File: src/rtl/md5hs_pkg.sv
// Types, constants and round helper functions of the MD5 stream hasher.
package md5hs_pkg;

	localparam logic [31:0] IV_A = 32'h67452301;
	localparam logic [31:0] IV_B = 32'hefcdab89;
	localparam logic [31:0] IV_C = 32'h98badcfe;
	localparam logic [31:0] IV_D = 32'h10325476;
	localparam logic [3:0][31:0] IV_ALL = {IV_D, IV_C, IV_B, IV_A};

	localparam logic [7:0] PAD_BYTE = 8'h80;

	localparam logic CMD_ABSORB = 1'b0;
	localparam logic CMD_FINISH = 1'b1;

	localparam logic [31:0] K_TAB [64] = '{
		32'hd76aa478, 32'he8c7b756, 32'h242070db, 32'hc1bdceee,
		32'hf57c0faf, 32'h4787c62a, 32'ha8304613, 32'hfd469501,
		32'h698098d8, 32'h8b44f7af, 32'hffff5bb1, 32'h895cd7be,
		32'h6b901122, 32'hfd987193, 32'ha679438e, 32'h49b40821,
		32'hf61e2562, 32'hc040b340, 32'h265e5a51, 32'he9b6c7aa,
		32'hd62f105d, 32'h02441453, 32'hd8a1e681, 32'he7d3fbc8,
		32'h21e1cde6, 32'hc33707d6, 32'hf4d50d87, 32'h455a14ed,
		32'ha9e3e905, 32'hfcefa3f8, 32'h676f02d9, 32'h8d2a4c8a,
		32'hfffa3942, 32'h8771f681, 32'h6d9d6122, 32'hfde5380c,
		32'ha4beea44, 32'h4bdecfa9, 32'hf6bb4b60, 32'hbebfbc70,
		32'h289b7ec6, 32'heaa127fa, 32'hd4ef3085, 32'h04881d05,
		32'hd9d4d039, 32'he6db99e5, 32'h1fa27cf8, 32'hc4ac5665,
		32'hf4292244, 32'h432aff97, 32'hab9423a7, 32'hfc93a039,
		32'h655b59c3, 32'h8f0ccc92, 32'hffeff47d, 32'h85845dd1,
		32'h6fa87e4f, 32'hfe2ce6e0, 32'ha3014314, 32'h4e0811a1,
		32'hf7537e82, 32'hbd3af235, 32'h2ad7d2bb, 32'heb86d391
	};

	// digest handoff from core to output buffer
	typedef struct packed {
		logic            vld;
		logic [3:0][31:0] word;
	} dig_t;

	// message word index used by round r
	function automatic logic [3:0] g_idx(input logic [5:0] r);
		logic [3:0] g;
		case (r[5:4])
			2'd0: g = r[3:0];
			2'd1: g = 4'd5 * r[3:0] + 4'd1;
			2'd2: g = 4'd3 * r[3:0] + 4'd5;
			2'd3: g = 4'd7 * r[3:0];
			default: g = r[3:0];
		endcase
		return g;
	endfunction

	function automatic logic [4:0] rot_amt(input logic [5:0] r);
		logic [4:0] s;
		case ({r[5:4], r[1:0]})
			4'h0: s = 5'd7;
			4'h1: s = 5'd12;
			4'h2: s = 5'd17;
			4'h3: s = 5'd22;
			4'h4: s = 5'd5;
			4'h5: s = 5'd9;
			4'h6: s = 5'd14;
			4'h7: s = 5'd20;
			4'h8: s = 5'd4;
			4'h9: s = 5'd11;
			4'ha: s = 5'd16;
			4'hb: s = 5'd23;
			4'hc: s = 5'd6;
			4'hd: s = 5'd10;
			4'he: s = 5'd15;
			4'hf: s = 5'd21;
			default: s = 5'd7;
		endcase
		return s;
	endfunction

endpackage

File: src/rtl/md5_hash_stream_top.sv
// MD5 stream hasher top level.
//   channel  dir  handshake            payload
//   input    in   in_valid/in_ready    cmd, data_byte
//   output   out  out_valid/out_ready  digest_word, word_index, last_word
// Absorb items are taken one per cycle; the 64th byte of a block starts a
// compression (load, 64 rounds on one round unit, chain add).
// A finish item runs one such compression, or two when an extra length block is needed,
// then the digest moves to the output buffer and four items follow.
// The input stalls while a compression runs or while a finished digest waits for the buffer to free.
// Asynchronous reset restores the initial chaining words; no clearing pass is needed.
module md5_hash_stream_top (
	input  logic        clk,
	input  logic        arst_n,
	input  logic        in_valid,
	output logic        in_ready,
	input  logic        cmd,
	input  logic [7:0]  data_byte,
	output logic        out_valid,
	input  logic        out_ready,
	output logic [31:0] digest_word,
	output logic [1:0]  word_index,
	output logic        last_word
);
	import md5hs_pkg::*;

	dig_t dig;
	logic dig_ready;

	md5hs_core u_core (
		.clk       (clk),
		.arst_n    (arst_n),
		.in_valid  (in_valid),
		.in_ready  (in_ready),
		.cmd       (cmd),
		.data_byte (data_byte),
		.dig       (dig),
		.dig_ready (dig_ready)
	);

	md5hs_obuf u_obuf (
		.clk         (clk),
		.arst_n      (arst_n),
		.dig         (dig),
		.dig_ready   (dig_ready),
		.out_valid   (out_valid),
		.out_ready   (out_ready),
		.digest_word (digest_word),
		.word_index  (word_index),
		.last_word   (last_word)
	);
endmodule

File: src/rtl/md5hs_ram.sv
// Generic single-write, single-read RAM with registered read data.
module md5hs_ram #(
	parameter int WIDTH = 32,
	parameter int DEPTH = 16
) (
	input  logic                     clk,
	input  logic                     we,
	input  logic [$clog2(DEPTH)-1:0] waddr,
	input  logic [WIDTH-1:0]         wdata,
	input  logic [$clog2(DEPTH)-1:0] raddr,
	output logic [WIDTH-1:0]         rdata
);
	logic [WIDTH-1:0] mem [DEPTH];

	always_ff @(posedge clk) begin
		if (we) begin
			mem[waddr] <= wdata;
		end
		rdata <= mem[raddr];
	end
endmodule

File: src/rtl/md5hs_core.sv
// Byte absorb, block word memory, padding view and 64-round compression sequencer.
module md5hs_core (
	input  logic              clk,
	input  logic              arst_n,
	input  logic              in_valid,
	output logic              in_ready,
	input  logic              cmd,
	input  logic [7:0]        data_byte,
	output md5hs_pkg::dig_t   dig,
	input  logic              dig_ready
);
	import md5hs_pkg::*;

	localparam logic [2:0] ST_IDLE  = 3'd0;
	localparam logic [2:0] ST_PRIME = 3'd1;
	localparam logic [2:0] ST_ROUND = 3'd2;
	localparam logic [2:0] ST_ADD   = 3'd3;
	localparam logic [2:0] ST_HAND  = 3'd4;

	logic [2:0]       st_q;
	logic [5:0]       fill_q;
	logic [63:0]      len_q;
	logic [23:0]      acc_q;
	logic [3:0][31:0] ch_q;
	logic [31:0]      a_q, b_q, c_q, d_q;
	logic [5:0]       rnd_q;
	logic [4:0]       nw_q;
	logic             pad_en_q, len_en_q, fin_q, extra_q;
	logic [31:0]      pad_q;
	logic [3:0]       gd_q;

	logic        in_acc;
	logic        we;
	logic [3:0]  raddr;
	logic [31:0] rdata;
	logic [5:0]  rd_rnd;
	logic [31:0] w, f, sum, rot;
	logic [63:0] dbl;
	logic [31:0] pad_w;

	assign in_ready = (st_q == ST_IDLE);
	assign in_acc   = in_valid && in_ready;
	assign we       = in_acc && (cmd == CMD_ABSORB) && (fill_q[1:0] == 2'd3);
	assign rd_rnd   = (st_q == ST_PRIME) ? rnd_q : rnd_q + 6'd1;
	assign raddr    = g_idx(rd_rnd);

	md5hs_ram #(.WIDTH(32), .DEPTH(16)) u_blk (
		.clk   (clk),
		.we    (we),
		.waddr (fill_q[5:2]),
		.wdata ({data_byte, acc_q}),
		.raddr (raddr),
		.rdata (rdata)
	);

	always_comb begin
		case (fill_q[1:0])
			2'd0: pad_w = {24'h0, PAD_BYTE};
			2'd1: pad_w = {16'h0, PAD_BYTE, acc_q[7:0]};
			2'd2: pad_w = {8'h0, PAD_BYTE, acc_q[15:0]};
			2'd3: pad_w = {PAD_BYTE, acc_q};
			default: pad_w = 32'h0;
		endcase
	end

	// message word as seen by the round: stored words, pad word, zeros, length
	always_comb begin
		if ({1'b0, gd_q} < nw_q) begin
			w = rdata;
		end else if (pad_en_q && ({1'b0, gd_q} == nw_q)) begin
			w = pad_q;
		end else if (len_en_q && (gd_q == 4'd14)) begin
			w = len_q[31:0];
		end else if (len_en_q && (gd_q == 4'd15)) begin
			w = len_q[63:32];
		end else begin
			w = 32'h0;
		end
	end

	always_comb begin
		case (rnd_q[5:4])
			2'd0: f = (b_q & c_q) | (~b_q & d_q);
			2'd1: f = (b_q & d_q) | (c_q & ~d_q);
			2'd2: f = b_q ^ c_q ^ d_q;
			2'd3: f = c_q ^ (b_q | ~d_q);
			default: f = 32'h0;
		endcase
		sum = a_q + f + w + K_TAB[rnd_q];
		dbl = {sum, sum} << rot_amt(rnd_q);
		rot = dbl[63:32];
	end

	assign dig.vld  = (st_q == ST_HAND);
	assign dig.word = ch_q;

	always_ff @(posedge clk) begin
		gd_q <= raddr;
		if (in_acc && (cmd == CMD_ABSORB)) begin
			case (fill_q[1:0])
				2'd0: acc_q[7:0]   <= data_byte;
				2'd1: acc_q[15:8]  <= data_byte;
				2'd2: acc_q[23:16] <= data_byte;
				default: acc_q <= acc_q;
			endcase
		end
		if (in_acc && (cmd == CMD_FINISH)) begin
			pad_q <= pad_w;
		end
		case (st_q)
			ST_PRIME: begin
				a_q <= ch_q[0];
				b_q <= ch_q[1];
				c_q <= ch_q[2];
				d_q <= ch_q[3];
			end
			ST_ROUND: begin
				a_q <= d_q;
				d_q <= c_q;
				c_q <= b_q;
				b_q <= b_q + rot;
			end
			default: begin
				a_q <= a_q;
			end
		endcase
	end

	always_ff @(posedge clk or negedge arst_n) begin
		if (!arst_n) begin
			st_q     <= ST_IDLE;
			fill_q   <= 6'd0;
			len_q    <= 64'd0;
			ch_q     <= IV_ALL;
			rnd_q    <= 6'd0;
			nw_q     <= 5'd0;
			pad_en_q <= 1'b0;
			len_en_q <= 1'b0;
			fin_q    <= 1'b0;
			extra_q  <= 1'b0;
		end else begin
			case (st_q)
				ST_IDLE: begin
					if (in_acc && (cmd == CMD_ABSORB)) begin
						fill_q <= fill_q + 6'd1;
						len_q  <= len_q + 64'd8;
						if (fill_q == 6'd63) begin
							nw_q     <= 5'd16;
							pad_en_q <= 1'b0;
							len_en_q <= 1'b0;
							fin_q    <= 1'b0;
							extra_q  <= 1'b0;
							rnd_q    <= 6'd0;
							st_q     <= ST_PRIME;
						end
					end else if (in_acc) begin
						nw_q     <= {1'b0, fill_q[5:2]};
						pad_en_q <= 1'b1;
						len_en_q <= (fill_q[5:3] != 3'd7);
						extra_q  <= (fill_q[5:3] == 3'd7);
						fin_q    <= 1'b1;
						rnd_q    <= 6'd0;
						st_q     <= ST_PRIME;
					end
				end
				ST_PRIME: begin
					st_q <= ST_ROUND;
				end
				ST_ROUND: begin
					rnd_q <= rnd_q + 6'd1;
					if (rnd_q == 6'd63) begin
						st_q <= ST_ADD;
					end
				end
				ST_ADD: begin
					ch_q[0] <= ch_q[0] + a_q;
					ch_q[1] <= ch_q[1] + b_q;
					ch_q[2] <= ch_q[2] + c_q;
					ch_q[3] <= ch_q[3] + d_q;
					if (extra_q) begin
						nw_q     <= 5'd0;
						pad_en_q <= 1'b0;
						len_en_q <= 1'b1;
						extra_q  <= 1'b0;
						st_q     <= ST_PRIME;
					end else if (fin_q) begin
						st_q <= ST_HAND;
					end else begin
						st_q <= ST_IDLE;
					end
				end
				ST_HAND: begin
					if (dig_ready) begin
						ch_q   <= IV_ALL;
						fill_q <= 6'd0;
						len_q  <= 64'd0;
						fin_q  <= 1'b0;
						st_q   <= ST_IDLE;
					end
				end
				default: begin
					st_q <= ST_IDLE;
				end
			endcase
		end
	end
endmodule

File: src/rtl/md5hs_obuf.sv
// Digest output buffer: holds four words and hands them out one item at a time.
module md5hs_obuf (
	input  logic            clk,
	input  logic            arst_n,
	input  md5hs_pkg::dig_t dig,
	output logic            dig_ready,
	output logic            out_valid,
	input  logic            out_ready,
	output logic [31:0]     digest_word,
	output logic [1:0]      word_index,
	output logic            last_word
);
	import md5hs_pkg::*;

	logic [3:0][31:0] dg_q;
	logic [1:0]       cnt_q;
	logic             busy_q;

	assign dig_ready   = !busy_q;
	assign out_valid   = busy_q;
	assign digest_word = dg_q[cnt_q];
	assign word_index  = cnt_q;
	assign last_word   = (cnt_q == 2'd3);

	always_ff @(posedge clk) begin
		if (dig.vld && !busy_q) begin
			dg_q <= dig.word;
		end
	end

	always_ff @(posedge clk or negedge arst_n) begin
		if (!arst_n) begin
			busy_q <= 1'b0;
			cnt_q  <= 2'd0;
		end else begin
			if (dig.vld && !busy_q) begin
				busy_q <= 1'b1;
				cnt_q  <= 2'd0;
			end else if (busy_q && out_ready) begin
				cnt_q <= cnt_q + 2'd1;
				if (cnt_q == 2'd3) begin
					busy_q <= 1'b0;
				end
			end
		end
	end
endmodule

File: config.mk
export PLATFORM = sky130hd
export DESIGN_NAME = md5_hash_stream_top
export DESIGN_NICKNAME = d
export VERILOG_FILES = /design/src/rtl/md5hs_pkg.sv /design/src/rtl/md5_hash_stream_top.sv /design/src/rtl/md5hs_ram.sv /design/src/rtl/md5hs_core.sv /design/src/rtl/md5hs_obuf.sv
export SDC_FILE = /design/constraint.sdc
export NUM_CORES = 2
export LEC_CHECK = 0
export CAP_MARGIN = 20
export CORE_AREA = 2 2 372 374
export DETAILED_ROUTE_END_ITERATION = 6
export DIE_AREA = 0 0 374 376
export DONT_BUFFER_PORTS = 1
export PLACE_DENSITY = 0.6
export SETUP_SLACK_MARGIN = 0.4
export SYNTH_ARGS = -nofsm -noshare
export SYNTH_HDL_FRONTEND = slang
export SYNTH_SLANG_ARGS = --single-unit
File: constraint.sdc
create_clock -name clk -period 20.8 [get_ports clk]
set_input_delay 2.08 -clock clk [delete_from_list [all_inputs] [get_ports clk]]
set_output_delay 2.08 -clock clk [all_outputs]
set_load 0.02 [all_outputs]
==> results_dict.tcl <==
set metrics [dict create \
    layout-drive-gt1-share 0.0832 \
    syn_area_mm2 0.0610 \
    synth_xor_area_frac 0.0376 \
    clkSinkCount 1069 \
    setup_viol 0 \
    cts_hold_buf 0 \
    multi_input_area_mm2 0.0282 \
    routed_via_density 5.96 \
    cts_htree_levels 3 \
    grt_max_degree 217 \
    rows 136 \
    startpoint_type "register" \
    path_class "reg2reg" \
    synth_top_family_by_area "simple AND/OR/NAND/NOR gates" \
    seq_area_frac_synth 0.504 \
    fin_crit_ns 10.80 \
    postRouteAntennaNets 0 \
    hold_path_class "reg2reg" \
    synth_fa_ha_area_frac 0.0750 \
    syn_avg_cell_area_um2 10.1 \
    worstMarginPinSlew_ns 1.22 \
    grt_pass1_wl_um 285000 \
    synth-compound-area-share 0.143 \
    start_util 0.446 \
    crit_fanout 58 \
    synth_edf_count 817 \
    ys_types 94 \
    finalHoldViolCount 0 \
    holdPathStages 1 \
    layout_common_cells "1114 x nand2_1, 817 x edfxtp_1, 364 x a21oi_1" \
    postCtsSetupBuffers 0 \
    rsz0062_at_grt "false" \
    ys_seq_elements 1069 \
    antenna_found_initial 2 \
    fin_area_mm2 0.0669 \
    reg2regPathDepth 33 \
    max_freq_ghz 0.0926 \
    cts_resized 0 \
    syn_to_final_growth_pct 9.78 \
    n_fill_cell 12400 \
    timing.final.crit_share 0.519 \
    cts_root_buf "clkbuf_16" \
    cp.arrival_ns 11.35 \
    ff_latch_area_mm2 0.0308 \
    grt_use_total 0.268 \
    drt-total-wl_um 192000 \
    dieArea_mm2 0.141 \
    mostFrequentLayoutCell "nand2_1" \
    numCtsBuffers 116 \
    core_area_mm2 0.137 \
    synth_cells 6018 \
    num_vias 46400 \
    fin_nets 6216 \
    worstSetupEndpointType "register" \
    timing.setup.tns_ns 0 \
    num_io_pins 50 \
    async_reset_ff_frac 0.202 \
    clk_pin_slew_ns 0.06 \
    status "completed" \
    syn_nets 6355 \
    chipWidth_um 374 \
    reg2reg_slack_ns 10.0 \
    numPortBuffers 0 \
    drc 0 \
    ys.flop_type "edfxtp_1" \
    slew_headroom 0.179 \
    slew_viol_final 0 \
    place.gp.congestion 0.943 \
    yosys_warnings 0 \
    synthMuxAreaShare 0.0428 \
    insertion_delay_ns 0.79 \
    max_stage_delay_ns 0.82 \
    grt_overflow 0 \
    placed_area_mm2 0.0628 \
    cts_buffer_depth 3 \
    cap_violations 0 \
    hpwlAfterDp_um 128000 \
    dr.pass1.iters 6 \
    cp_slowest_cell "dfrtp_4" \
    cts_tree "built" \
    dr.first_iter.drc_count 4449 \
    grt_pass1_vias 44100 \
    clock_skew_ns 0.0898 \
    wl_per_cell_um 24.7 \
    die_y_um 376 \
    synthSimpleGateAreaFrac 0.161 \
    critPathRequiredTime_ns 21.35 \
]
[cell type report]
class,instances,share of cell area
Multi-Input combinational cell,4366,0.422
Clock inverter,61,0.0122
Tap cell,1794,0.0335
Sequential cell,1069,0.460
Inverter,240,0.0137
Antenna cell,1,0.0000374
Clock buffer,161,0.0486
Timing Repair Buffer,86,0.0103
[registers in the layout, indices dropped and copies added (netlist names), 3 cells and up]
signal              cells
u_core.dig            128
u_core.nw_q             5
u_core.c_q             32
u_core.st_q             3
u_core.len_q           61
u_core.a_q             32
u_core.u_blk.mem      512
u_core.d_q             32
u_obuf.dg_q           128
u_core.u_blk.rdata     32
u_core.gd_q             4
u_core.fill_q           6
u_core.pad_q           25
u_core.acc_q           24
u_core.rnd_q            6
u_core.b_q             32
[synth_stat cells, drive strengths merged (40+ instances only)]
| master | number | area share |
|---|---|---|
| a311oi | 115 | 0.017 |
| nor2 | 342 | 0.021 |
| dfstp | 64 | 0.028 |
| nor3 | 113 | 0.0093 |
| edfxtp | 817 | 0.40 |
| nand2 | 1115 | 0.069 |
| inv | 236 | 0.015 |
| ha | 255 | 0.052 |
| nand2b | 68 | 0.0070 |
| mux4 | 44 | 0.016 |
| mux2i | 128 | 0.021 |
| and3 | 90 | 0.0092 |
| o21a | 40 | 0.0049 |
| a31oi | 69 | 0.0071 |
| xor2 | 149 | 0.021 |
| a21o | 87 | 0.011 |
| o22ai | 41 | 0.0042 |
| a211oi | 44 | 0.0054 |
| nand3 | 274 | 0.023 |
| xnor2 | 106 | 0.015 |
| a21oi | 364 | 0.030 |
| dfrtp | 152 | 0.062 |
| and2 | 47 | 0.0048 |
| clkbuf | 285 | 0.018 |
| buf | 58 | 0.0037 |
| o21ai | 354 | 0.029 |
| fa | 69 | 0.023 |
[critical path: cells and delay by family, from the launching register on]
family | cells | cell delay (ns)
AO/OA/AOI/OAI | 14 | 3.84
adder cells (fa/ha/maj) | 4 | 1.92
AND/OR/NAND/NOR | 8 | 1.84
buffers and inverters | 4 | 1.45
flip-flops | 1 | 0.82
multiplexers | 2 | 0.37
XOR/XNOR | 1 | 0.33
[per-stage QoR]
step | utilization | worst slack [ns] | hold slack [ns] | cells
floorplan | - | 11.85 | 0.450 | 6018
global placement | 0.460 | 10.14 | 0.463 | 7552
detailed placement | 0.460 | 10.00 | 0.474 | 7554
CTS | 0.490 | 9.99 | 0.489 | 7776
global route | 0.490 | 9.26 | 0.513 | 7777
finish | 0.490 | 10.0 | 0.488 | 7778
[kinds of logic (layout without fill, tap and decap cells)]
logic type / count (synthesis) / after routing
multiplexers: 202 / 202
flip-flops: 1069 / 1069
adder cells (fa/ha/maj): 324 / 324
buffers and inverters: 583 / 548
AND/OR/NAND/NOR: 2215 / 2215
AO/OA/AOI/OAI: 1368 / 1368
other: 0 / 1
XOR/XNOR: 257 / 257
[path summary, 6_finish.rpt]
path	from	to
worst min register to register	u_core.pad_en_q$_DFFE_PN0P_	u_core.pad_en_q$_DFFE_PN0P_
worst min-delay path	u_core.pad_en_q$_DFFE_PN0P_	u_core.pad_en_q$_DFFE_PN0P_
worst max register to register	u_core.rnd_q[4]$_DFFE_PN0P_	u_core.b_q[31]$_DFFE_PP_
worst max-delay path	u_core.rnd_q[4]$_DFFE_PN0P_	u_core.b_q[31]$_DFFE_PP_
min in group asynchronous	arst_n	u_core.dig[111]$_DFFE_PN0P_
max in group asynchronous	arst_n	u_core.len_q[22]$_DFFE_PN0P_
[layer usage]
layer	vias up	global-route usage	part of all wire	routed length [um]
li1	21500	-	-	-
met4	0	0.0819	0.030	5670
met2	1554	0.432	0.47	90000
met1	23000	0.373	0.44	84400
met3	297	0.0403	0.061	11700
met5	-	0	0	0
Power is left out: the tool's default activity adds up to more than one toggle a clock period on the data nets, which glitch-free logic cannot reach.
